[src/hw/rtl/motion_region_bounding_box_unit_defines.svh]
// Assertion macros used by the back end of the bounding box unit RTL.
`ifndef MOTION_REGION_BOUNDING_BOX_UNIT_DEFINES_SVH
`define MOTION_REGION_BOUNDING_BOX_UNIT_DEFINES_SVH

// Same-cycle implication, disabled during reset.
`define MRBB_ASSERT_IMP(name, clk, rst, ante, cons) \
   name: assert property (@(posedge clk) disable iff (rst) (ante) |-> (cons)) \
      else $error("mrbb same-cycle check failed");

// Next-cycle implication, disabled during reset.
`define MRBB_ASSERT_NXT(name, clk, rst, ante, cons) \
   name: assert property (@(posedge clk) disable iff (rst) (ante) |=> (cons)) \
      else $error("mrbb next-cycle check failed");

`endif

[src/hw/rtl/mrbb_pkg.sv]
// Types, constants and padding functions of the bounding box unit.
`default_nettype none
package mrbb_pkg;
   localparam int COORD_BITS = 12;
   localparam int EDGE_BITS = COORD_BITS + 1;
   localparam int VALUE_BITS = 8;
   localparam int COUNT_BITS = 25;
   localparam int CSR_INDEX_BITS = 3;
   localparam int PAD = 10;

   localparam logic [VALUE_BITS-1:0] CHANGE_MARK = 8'd255;
   localparam logic [COUNT_BITS-1:0] COUNT_MAX = {COUNT_BITS{1'b1}};
   localparam logic [EDGE_BITS-1:0] RESET_COLUMNS = 13'd640;
   localparam logic [EDGE_BITS-1:0] RESET_ROWS = 13'd480;

   localparam logic [CSR_INDEX_BITS-1:0] REG_REGION_LEFT = 3'd0;
   localparam logic [CSR_INDEX_BITS-1:0] REG_REGION_TOP = 3'd1;
   localparam logic [CSR_INDEX_BITS-1:0] REG_REGION_RIGHT = 3'd2;
   localparam logic [CSR_INDEX_BITS-1:0] REG_REGION_BOTTOM = 3'd3;
   localparam logic [CSR_INDEX_BITS-1:0] REG_IMAGE_COLUMNS = 3'd4;
   localparam logic [CSR_INDEX_BITS-1:0] REG_IMAGE_ROWS = 3'd5;

   localparam int QUEUE_DEPTH = 4;
   localparam int QUEUE_PTR_BITS = 2;
   localparam int QUEUE_COUNT_BITS = 3;
   localparam int RSP_DEPTH = 2;
   localparam int RSP_PTR_BITS = 1;
   localparam int RSP_COUNT_BITS = 2;

   typedef struct packed {
      logic [EDGE_BITS-1:0] left;
      logic [EDGE_BITS-1:0] top;
      logic [EDGE_BITS-1:0] right;
      logic [EDGE_BITS-1:0] bottom;
   } region_type;

   typedef struct packed {
      logic                  hit;
      logic [COORD_BITS-1:0] column;
      logic [COORD_BITS-1:0] row;
      logic                  last;
   } hit_entry_type;

   typedef struct packed {
      logic          valid;
      hit_entry_type entry;
   } link_type;

   typedef struct packed {
      logic [EDGE_BITS-1:0]  left;
      logic [EDGE_BITS-1:0]  top;
      logic [COORD_BITS-1:0] right;
      logic [COORD_BITS-1:0] bottom;
      logic [COUNT_BITS-1:0] count;
   } box_type;

   function automatic logic [EDGE_BITS-1:0] pad_low(input logic [EDGE_BITS-1:0] edge_val);
      logic [EDGE_BITS-1:0] pad_val;
      pad_val = EDGE_BITS'(PAD);
      return (edge_val > pad_val) ? edge_val - pad_val : edge_val;
   endfunction

   function automatic logic [COORD_BITS-1:0] pad_high(input logic [COORD_BITS-1:0] edge_val,
                                                      input logic [EDGE_BITS-1:0] size);
      logic [EDGE_BITS:0] widened;
      logic [EDGE_BITS:0] sat;
      widened = {2'b00, edge_val} + (EDGE_BITS+1)'(PAD);
      sat = (EDGE_BITS+1)'({COORD_BITS{1'b1}});
      if ((widened + (EDGE_BITS+1)'(1)) < {1'b0, size}) begin
         return (widened > sat) ? {COORD_BITS{1'b1}} : widened[COORD_BITS-1:0];
      end
      return edge_val;
   endfunction
endpackage
`default_nettype wire

[src/hw/rtl/mrbb_front.sv]
// Front end: takes pixel requests, tests them against the region, queues them.
`default_nettype none
module mrbb_front (
   input  logic                                clock,
   input  logic                                reset,
   input  logic                                push,
   output logic                                full,
   input  logic [mrbb_pkg::VALUE_BITS-1:0]     pixel_value,
   input  logic [mrbb_pkg::COORD_BITS-1:0]     pixel_column,
   input  logic [mrbb_pkg::COORD_BITS-1:0]     pixel_row,
   input  logic                                frame_end,
   input  mrbb_pkg::region_type                region,
   output mrbb_pkg::link_type                  link,
   input  logic                                take
);
   import mrbb_pkg::*;

   hit_entry_type                queue_ff [QUEUE_DEPTH];
   hit_entry_type                entry_in;
   logic [QUEUE_PTR_BITS-1:0]    wr_ptr_ff, wr_ptr_in;
   logic [QUEUE_PTR_BITS-1:0]    rd_ptr_ff, rd_ptr_in;
   logic [QUEUE_COUNT_BITS-1:0]  count_ff, count_in;
   logic                         accept;
   logic                         drain;
   logic                         in_region;
   logic [EDGE_BITS-1:0]         column_ext;
   logic [EDGE_BITS-1:0]         row_ext;

   assign column_ext = {1'b0, pixel_column};
   assign row_ext = {1'b0, pixel_row};
   assign in_region = (column_ext >= region.left) && (column_ext < region.right) &&
                      (row_ext >= region.top) && (row_ext < region.bottom);

   assign entry_in.hit = in_region && (pixel_value == CHANGE_MARK);
   assign entry_in.column = pixel_column;
   assign entry_in.row = pixel_row;
   assign entry_in.last = frame_end;

   assign full = (count_ff == QUEUE_COUNT_BITS'(QUEUE_DEPTH));
   assign accept = push && !full;
   assign link.valid = (count_ff != '0);
   assign link.entry = queue_ff[rd_ptr_ff];
   assign drain = take && link.valid;

   always_comb begin
      wr_ptr_in = accept ? wr_ptr_ff + QUEUE_PTR_BITS'(1) : wr_ptr_ff;
      rd_ptr_in = drain ? rd_ptr_ff + QUEUE_PTR_BITS'(1) : rd_ptr_ff;
      count_in = count_ff;
      if (accept && !drain) begin
         count_in = count_ff + QUEUE_COUNT_BITS'(1);
      end else if (drain && !accept) begin
         count_in = count_ff - QUEUE_COUNT_BITS'(1);
      end
   end

   always_ff @(posedge clock) begin
      if (reset) begin
         wr_ptr_ff <= '0;
         rd_ptr_ff <= '0;
         count_ff <= '0;
      end else begin
         wr_ptr_ff <= wr_ptr_in;
         rd_ptr_ff <= rd_ptr_in;
         count_ff <= count_in;
      end
   end

   always_ff @(posedge clock) begin
      if (accept) begin
         queue_ff[wr_ptr_ff] <= entry_in;
      end
   end
endmodule
`default_nettype wire

[src/hw/rtl/mrbb_back.sv]
// Back end: hit trackers, box padding at frame end, result queue.
`default_nettype none
`include "motion_region_bounding_box_unit_defines.svh"
module mrbb_back (
   input  logic                            clock,
   input  logic                            reset,
   input  mrbb_pkg::link_type              link,
   output logic                            take,
   input  logic [mrbb_pkg::EDGE_BITS-1:0]  image_columns,
   input  logic [mrbb_pkg::EDGE_BITS-1:0]  image_rows,
   output logic                            empty,
   input  logic                            pop,
   output mrbb_pkg::box_type               box
);
   import mrbb_pkg::*;

   logic [COUNT_BITS-1:0]      hit_count_ff, hit_count_in, upd_count;
   logic [COORD_BITS-1:0]      min_col_ff, min_col_in, upd_min_col;
   logic [COORD_BITS-1:0]      max_col_ff, max_col_in, upd_max_col;
   logic [COORD_BITS-1:0]      min_row_ff, min_row_in, upd_min_row;
   logic [COORD_BITS-1:0]      max_row_ff, max_row_in, upd_max_row;
   logic                       first;
   logic                       any_hit;
   logic                       finish;
   logic [EDGE_BITS-1:0]       left_raw, top_raw;
   logic [COORD_BITS-1:0]      right_raw, bottom_raw;
   box_type                    box_in;

   box_type                    rsp_queue_ff [RSP_DEPTH];
   logic [RSP_PTR_BITS-1:0]    rsp_wr_ff, rsp_wr_in;
   logic [RSP_PTR_BITS-1:0]    rsp_rd_ff, rsp_rd_in;
   logic [RSP_COUNT_BITS-1:0]  rsp_count_ff, rsp_count_in;
   logic                       rsp_full;
   logic                       rsp_drain;

   assign rsp_full = (rsp_count_ff == RSP_COUNT_BITS'(RSP_DEPTH));
   assign take = !link.entry.last || !rsp_full;
   assign finish = link.valid && take && link.entry.last;
   assign first = (hit_count_ff == '0);

   always_comb begin
      upd_count = hit_count_ff;
      upd_min_col = min_col_ff;
      upd_max_col = max_col_ff;
      upd_min_row = min_row_ff;
      upd_max_row = max_row_ff;
      if (link.valid && take && link.entry.hit) begin
         if (first) begin
            upd_min_col = link.entry.column;
            upd_max_col = link.entry.column;
            upd_min_row = link.entry.row;
            upd_max_row = link.entry.row;
         end else begin
            if (link.entry.column < min_col_ff) upd_min_col = link.entry.column;
            if (link.entry.column > max_col_ff) upd_max_col = link.entry.column;
            if (link.entry.row < min_row_ff) upd_min_row = link.entry.row;
            if (link.entry.row > max_row_ff) upd_max_row = link.entry.row;
         end
         if (hit_count_ff != COUNT_MAX) begin
            upd_count = hit_count_ff + COUNT_BITS'(1);
         end
      end
   end

   // an empty frame takes the image size as its minimum corner before padding
   assign any_hit = (upd_count != '0);
   assign left_raw = (any_hit && ({1'b0, upd_min_col} < image_columns)) ?
                     {1'b0, upd_min_col} : image_columns;
   assign top_raw = (any_hit && ({1'b0, upd_min_row} < image_rows)) ?
                    {1'b0, upd_min_row} : image_rows;
   assign right_raw = any_hit ? upd_max_col : '0;
   assign bottom_raw = any_hit ? upd_max_row : '0;

   assign box_in.left = pad_low(left_raw);
   assign box_in.top = pad_low(top_raw);
   assign box_in.right = pad_high(right_raw, image_columns);
   assign box_in.bottom = pad_high(bottom_raw, image_rows);
   assign box_in.count = upd_count;

   always_comb begin
      hit_count_in = finish ? '0 : upd_count;
      min_col_in = upd_min_col;
      max_col_in = upd_max_col;
      min_row_in = upd_min_row;
      max_row_in = upd_max_row;
   end

   always_ff @(posedge clock) begin
      if (reset) begin
         hit_count_ff <= '0;
      end else begin
         hit_count_ff <= hit_count_in;
      end
   end

   always_ff @(posedge clock) begin
      min_col_ff <= min_col_in;
      max_col_ff <= max_col_in;
      min_row_ff <= min_row_in;
      max_row_ff <= max_row_in;
   end

   assign empty = (rsp_count_ff == '0);
   assign rsp_drain = pop && !empty;
   assign box = rsp_queue_ff[rsp_rd_ff];

   always_comb begin
      rsp_wr_in = finish ? rsp_wr_ff + RSP_PTR_BITS'(1) : rsp_wr_ff;
      rsp_rd_in = rsp_drain ? rsp_rd_ff + RSP_PTR_BITS'(1) : rsp_rd_ff;
      rsp_count_in = rsp_count_ff;
      if (finish && !rsp_drain) begin
         rsp_count_in = rsp_count_ff + RSP_COUNT_BITS'(1);
      end else if (rsp_drain && !finish) begin
         rsp_count_in = rsp_count_ff - RSP_COUNT_BITS'(1);
      end
   end

   always_ff @(posedge clock) begin
      if (reset) begin
         rsp_wr_ff <= '0;
         rsp_rd_ff <= '0;
         rsp_count_ff <= '0;
      end else begin
         rsp_wr_ff <= rsp_wr_in;
         rsp_rd_ff <= rsp_rd_in;
         rsp_count_ff <= rsp_count_in;
      end
   end

   always_ff @(posedge clock) begin
      if (finish) begin
         rsp_queue_ff[rsp_wr_ff] <= box_in;
      end
   end

   `MRBB_ASSERT_IMP(a_rsp_no_overflow, clock, reset, finish, !rsp_full)
   `MRBB_ASSERT_IMP(a_rsp_bound, clock, reset, 1'b1,
                    rsp_count_ff <= RSP_COUNT_BITS'(RSP_DEPTH))
   `MRBB_ASSERT_NXT(a_restart, clock, reset, finish, hit_count_ff == '0)
   `MRBB_ASSERT_NXT(a_hit_counted, clock, reset,
                    link.valid && take && link.entry.hit && !link.entry.last,
                    hit_count_ff != '0)
endmodule
`default_nettype wire

[src/hw/rtl/motion_region_bounding_box_unit.sv]
// A result passes through the pixel queue and then the result queue before it is on the outputs.
// Throughput: one pixel request per cycle while full is low; a frame-end pixel waits while the result queue is full.
// A 4-entry pixel queue and a 2-entry result queue decouple the two sides.
// Reset (synchronous, active high): queues empty, trackers cleared,
// region registers 0, image size 640 by 480.
`default_nettype none
module motion_region_bounding_box_unit (
   input  logic                                    clock,
   input  logic                                    reset,
   input  logic                                    push,
   output logic                                    full,
   input  logic [mrbb_pkg::VALUE_BITS-1:0]         req_pixel_value,
   input  logic [mrbb_pkg::COORD_BITS-1:0]         req_pixel_column,
   input  logic [mrbb_pkg::COORD_BITS-1:0]         req_pixel_row,
   input  logic                                    req_frame_end,
   output logic                                    empty,
   input  logic                                    pop,
   output logic [mrbb_pkg::EDGE_BITS-1:0]          rsp_box_left,
   output logic [mrbb_pkg::EDGE_BITS-1:0]          rsp_box_top,
   output logic [mrbb_pkg::COORD_BITS-1:0]         rsp_box_right,
   output logic [mrbb_pkg::COORD_BITS-1:0]         rsp_box_bottom,
   output logic [mrbb_pkg::COUNT_BITS-1:0]         rsp_change_count,
   input  logic                                    csr_write_enable,
   input  logic [mrbb_pkg::CSR_INDEX_BITS-1:0]     csr_index,
   input  logic [mrbb_pkg::EDGE_BITS-1:0]          csr_data
);
   import mrbb_pkg::*;

   region_type            region_ff, region_in;
   logic [EDGE_BITS-1:0]  columns_ff, columns_in;
   logic [EDGE_BITS-1:0]  rows_ff, rows_in;
   link_type              link;
   logic                  take;
   box_type               box;

   always_comb begin
      region_in = region_ff;
      columns_in = columns_ff;
      rows_in = rows_ff;
      if (csr_write_enable) begin
         case (csr_index)
            REG_REGION_LEFT: region_in.left = csr_data;
            REG_REGION_TOP: region_in.top = csr_data;
            REG_REGION_RIGHT: region_in.right = csr_data;
            REG_REGION_BOTTOM: region_in.bottom = csr_data;
            REG_IMAGE_COLUMNS: columns_in = csr_data;
            REG_IMAGE_ROWS: rows_in = csr_data;
            default: ;
         endcase
      end
   end

   always_ff @(posedge clock) begin
      if (reset) begin
         region_ff <= '0;
         columns_ff <= RESET_COLUMNS;
         rows_ff <= RESET_ROWS;
      end else begin
         region_ff <= region_in;
         columns_ff <= columns_in;
         rows_ff <= rows_in;
      end
   end

   mrbb_front u_front (
      .clock        (clock),
      .reset        (reset),
      .push         (push),
      .full         (full),
      .pixel_value  (req_pixel_value),
      .pixel_column (req_pixel_column),
      .pixel_row    (req_pixel_row),
      .frame_end    (req_frame_end),
      .region       (region_ff),
      .link         (link),
      .take         (take)
   );

   mrbb_back u_back (
      .clock         (clock),
      .reset         (reset),
      .link          (link),
      .take          (take),
      .image_columns (columns_ff),
      .image_rows    (rows_ff),
      .empty         (empty),
      .pop           (pop),
      .box           (box)
   );

   assign rsp_box_left = box.left;
   assign rsp_box_top = box.top;
   assign rsp_box_right = box.right;
   assign rsp_box_bottom = box.bottom;
   assign rsp_change_count = box.count;
endmodule
`default_nettype wire

[config.mk]
export PLATFORM = sky130hd
export DESIGN_NAME = motion_region_bounding_box_unit
export DESIGN_NICKNAME = d
export VERILOG_FILES = /design/src/hw/rtl/mrbb_pkg.sv /design/src/hw/rtl/mrbb_front.sv /design/src/hw/rtl/mrbb_back.sv /design/src/hw/rtl/motion_region_bounding_box_unit.sv
export VERILOG_INCLUDE_DIRS = /design/src /design/src/hw/rtl
export SDC_FILE = /design/constraint.sdc
export NUM_CORES = 1
export LEC_CHECK = 0
export BUFFER_PORTS_ARGS = -buffer_cell sky130_fd_sc_hd__buf_2
export CAP_MARGIN = 20
export CORE_MARGIN = 2
export CORE_UTILIZATION = 62
export CTS_BUF_LIST = sky130_fd_sc_hd__clkbuf_16
export DETAILED_ROUTE_END_ITERATION = 10
export PLACE_DENSITY = 0.81
export SLEW_MARGIN = 20
export SYNTH_ARGS = -nofsm -noshare
export SYNTH_HDL_FRONTEND = slang
export SYNTH_SLANG_ARGS = --single-unit
[constraint.sdc]
create_clock -name clock -period 7.7 [get_ports clock]
set_input_delay 0.385 -clock clock [delete_from_list [all_inputs] [get_ports clock]]
set_output_delay 0.385 -clock clock [all_outputs]
set_load 0.02 [all_outputs]
==> key figures <==
Synthesis
  • Synthesized area: 22530 um^2
  • Yosys top cell area share: around 34%
  • Complex-gate fraction of the synthesized area: 11.29%
  • Syn avg cell area: 10.62 um^2
  • Post-Synth Simple-Gate Area: 14.94%
  • Largest family of logic cells by synthesized area: simple AND/OR/NAND/NOR gates
  • Post-synthesis sequential area ratio: 48.51%
  • Multiplexer share of the synthesized area: 8.795%
  • Synth Area in XOR/XNOR: 3.498%
  • Post-synthesis register bit count: 419
  • Area contributors post-synth: edfxtp_1 (34%), dfxtp_1 (15%), ha_1 (8.6%), mux2_2 (4.7%), nand2_1 (3.9%)
  • Leading area contributor after synthesis: edfxtp_1
  • Mapped Cells: about 2100
  • Async set or reset register ratio after synthesis: 0%
  • Post-synthesis adder-cell area fraction: 8.640%
  • Synthesized Nets: 2330
  • Synth cell types: between 90 and 100
  • Primary FF master, synth: edfxtp_1
  • Number of enable flip-flop cells after synthesis: between 200 and 300
  • Yosys Warn Count: 0

Min path
  • Worst Hold Class: input port to register

Critical path
  • Crit path launch type: register
  • Data required, critical path: 8050 ps
  • Critical path type: register to register
  • Critical Path Fanout Max: 25
  • Setup crit end kind: register
  • CP arrival: 7690 ps

Drt
  • Number of iterations in the first detailed-routing pass: 8
  • Uppermost layer routed: met4
  • Total wire length: roughly 58000 um
  • Residual DRC: 0
  • DRT iter0 DRCs: 1673
  • Wire length on met3: 4326 um
  • Vias per std cell: 6.242
  • DR vias: 17150
  • Antenna viol nets, final: 0
  • Routed len/inst: approximately 21 um
  • Routed length on met2: around 27000 um
  • WL met1: 24710 um

Floorplan
  • Core box area: 35660 um^2
  • Die Footprint: 37890 um^2
  • Ports: between 100 and 150
  • Die extent in y: 194.6 um
  • Cell Rows: 69
  • Die W: 194.6 um
  • Initial Util: 63.20%

Timing
  • F_max: 136.3 MHz
  • Final Skew: between 15 and 20 ps
  • Setup violations, final: 0
  • Relative slew slack: 29.27%
  • Tmin final: around 7300 ps
  • Worst-Margin Slew: 1061 ps
  • Crit share post-route: 95.28%
  • Hold Vio Cnt, Final: 0
  • Max Slew Vio Count: 0
  • Worst Slack Setup Final: 363.6 ps

Final layout
  • Fillers: around 2500
  • Commonest non-fill, non-tap cell in the layout: edfxtp_1
  • Register cell area after layout: 10940 um^2
  • Area occupied by multi-input gates: roughly 11000 um^2
  • Leading cell types in the layout, fill and taps excluded: edfxtp_1 (254), nand2_1 (235), inv_1 (168), dfxtp_1 (163), ha_1 (153)
  • Final Non-Filler Cells: 2748
  • NumNets Final: 2460
  • Share of layout cells above drive strength 1: a little under a fifth
  • Synth-to-Final Area Change: 11.86%
  • # diodes: 0
  • Post-layout util: 70.70%

Placed design
  • HPWL after DPL: 40510 um
  • Inst Count DP: 2664
  • Count of input and output buffers: 130
  • Pre-CTS setup slack: 270.7 ps
  • Gpl congestion: 0.9708

Global routing
  • GR Util All Layers: 30.31%
  • Initial antenna violation count: 0
  • GRT overflow: 0
  • Number of global-route vias before repair: 16580
  • Largest net degree at the start of global routing: 93
  • First-pass GRT wire length: 90210 um

Clocking
  • CTS sink cnt: 419
  • Root Buffer: clkbuf_16
  • H-tree Lvls: 2
  • Worst-Skew Late Latency: around 590 ps
  • Hold buffers post-CTS: 0
  • TritonCTS Buffers: 44
  • Clock-pin slew on the worst setup and hold paths: around 60 ps
  • CTS tree: done
  • Clock Path Buffers: 3

Flow run
  • Max Cap Viol: 0

Pwr
  • Peak supply drop: 218.1 uV
  • Pwr per Cell Area: 408.9 nW/um^2
  • Leakage: 9.618 nW

Status
  • Status: completed
==> critical path, cell delays in order (launching register included) <==
cell and delay [ps]:
dfxtp_2 390, buf_12 240, mux4_2 640, ha_1 340, a21o_1 190, a211o_1 310, o221ai_1 330, o211a_4 390
mux2_2 420, ha_1 300, a21o_1 160, a21o_1 170, a21oi_1 220, and2_1 160, o221ai_1 120, a21oi_1 460
o31a_1 340, buf_4 280, nor2_1 60, a21oi_1 200, ha_1 220, nand2b_1 130, mux2i_1 240, nor3_1 340
xnor2_1 100, mux2i_1 340
==> report_power, final <==
group | internal, W | leakage, nW | switching [W] | total [W]
clock | 0.00117 | 0.748 | 0.000917 | 0.00208
combinational | 0.00189 | 5.18 | 0.00305 | 0.00494
sequential | 0.00305 | 3.69 | 0.000236 | 0.00328
total | 0.00610 | 9.62 | 0.00421 | 0.0103
==> flip-flops by register name (all words and copies together) (netlist names), 3 cells and up, named ones only <==
register	count
u_front.count_ff	3
region_ff	52
u_back.max_row_ff	12
u_back.min_col_ff	12
u_back.min_row_ff	12
u_front.queue_ff	104
rows_ff	13
u_back.rsp_queue_ff	150
u_back.max_col_ff	12
columns_ff	13
u_back.hit_count_ff	25
==> metal layers <==
metal / track usage (%) / vias up
li1: - / 8014
met1: 41.52 / 8240
met2: 48.81 / 773
met3: 5.310 / 127
met4: 10.80 / 0
met5: 0 / -
==> stage by stage <==
stage	hold slack, ps	power (W)	cell area [um^2]	TNS [ps]
after global placement	438.2	0.007972	23700	0
after floorplan	431.1	0.006710	22530	0
after detailed placement	446.3	0.008093	23700	0
after CTS	16.90	0.01021	25120	0
final	35.00	0.01031	25210	0
after global routing	24.84	0.01093	25210	-8.416
==> cell usage after synthesis, types with 25 or more instances <==
library cell / instances
xnor2_1: 64
nand3_1: 45
nor2_1: 101
nor2b_1: 33
o21ai_0: 66
nand4_1: 51
clkbuf_1: 56
nor3_1: 44
a21oi_1: 147
mux4_2: 25
mux2_2: 95
dfxtp_1: 165
nand2_1: 236
edfxtp_1: 254
mux2i_1: 32
ha_1: 154
xor2_1: 26
a21o_1: 41
inv_1: 155
==> path summary, 6_finish.rpt <==
path,start,endpoint,slack (ps),cells past startpoint
worst max-delay path,register,u_back.rsp_queue_ff[1][69],360,25
worst min-delay path,req_frame_end,u_front.queue_ff[2][0],30,1
worst max register to register,register,u_back.rsp_queue_ff[1][69],360,25
worst min register to register,region_ff[22],region_ff[22],450,2
==> cells by family after synthesis <==
family | count (synthesis)
and+or+nand+nor | 666
DFF | 419
AOI/OAI and AO/OA | 394
buffers and inverters | 243
adders and majority gates | 155
muxes | 154
xor gates and xnor gates | 90
==> repair_timing <==
action / in CTS / in global routing
gates resized for setup: 0 / 19
setup endpoints to repair: 0 / 50
buffers inserted: 0 / 2
==> final cells by class <==
| cell class | instances | area share, % |
|---|---|---|
| flip-flops and latches | 419 | 43.38 |
| clock inverters | 36 | 1.067 |
| multi-input cells | 1459 | 42.50 |
| repair buffers | 172 | 3.882 |
| inverters | 155 | 2.308 |
| well taps | 461 | 2.288 |
| clock buffers | 46 | 4.567 |
Power figures use the tool's default switching activity.
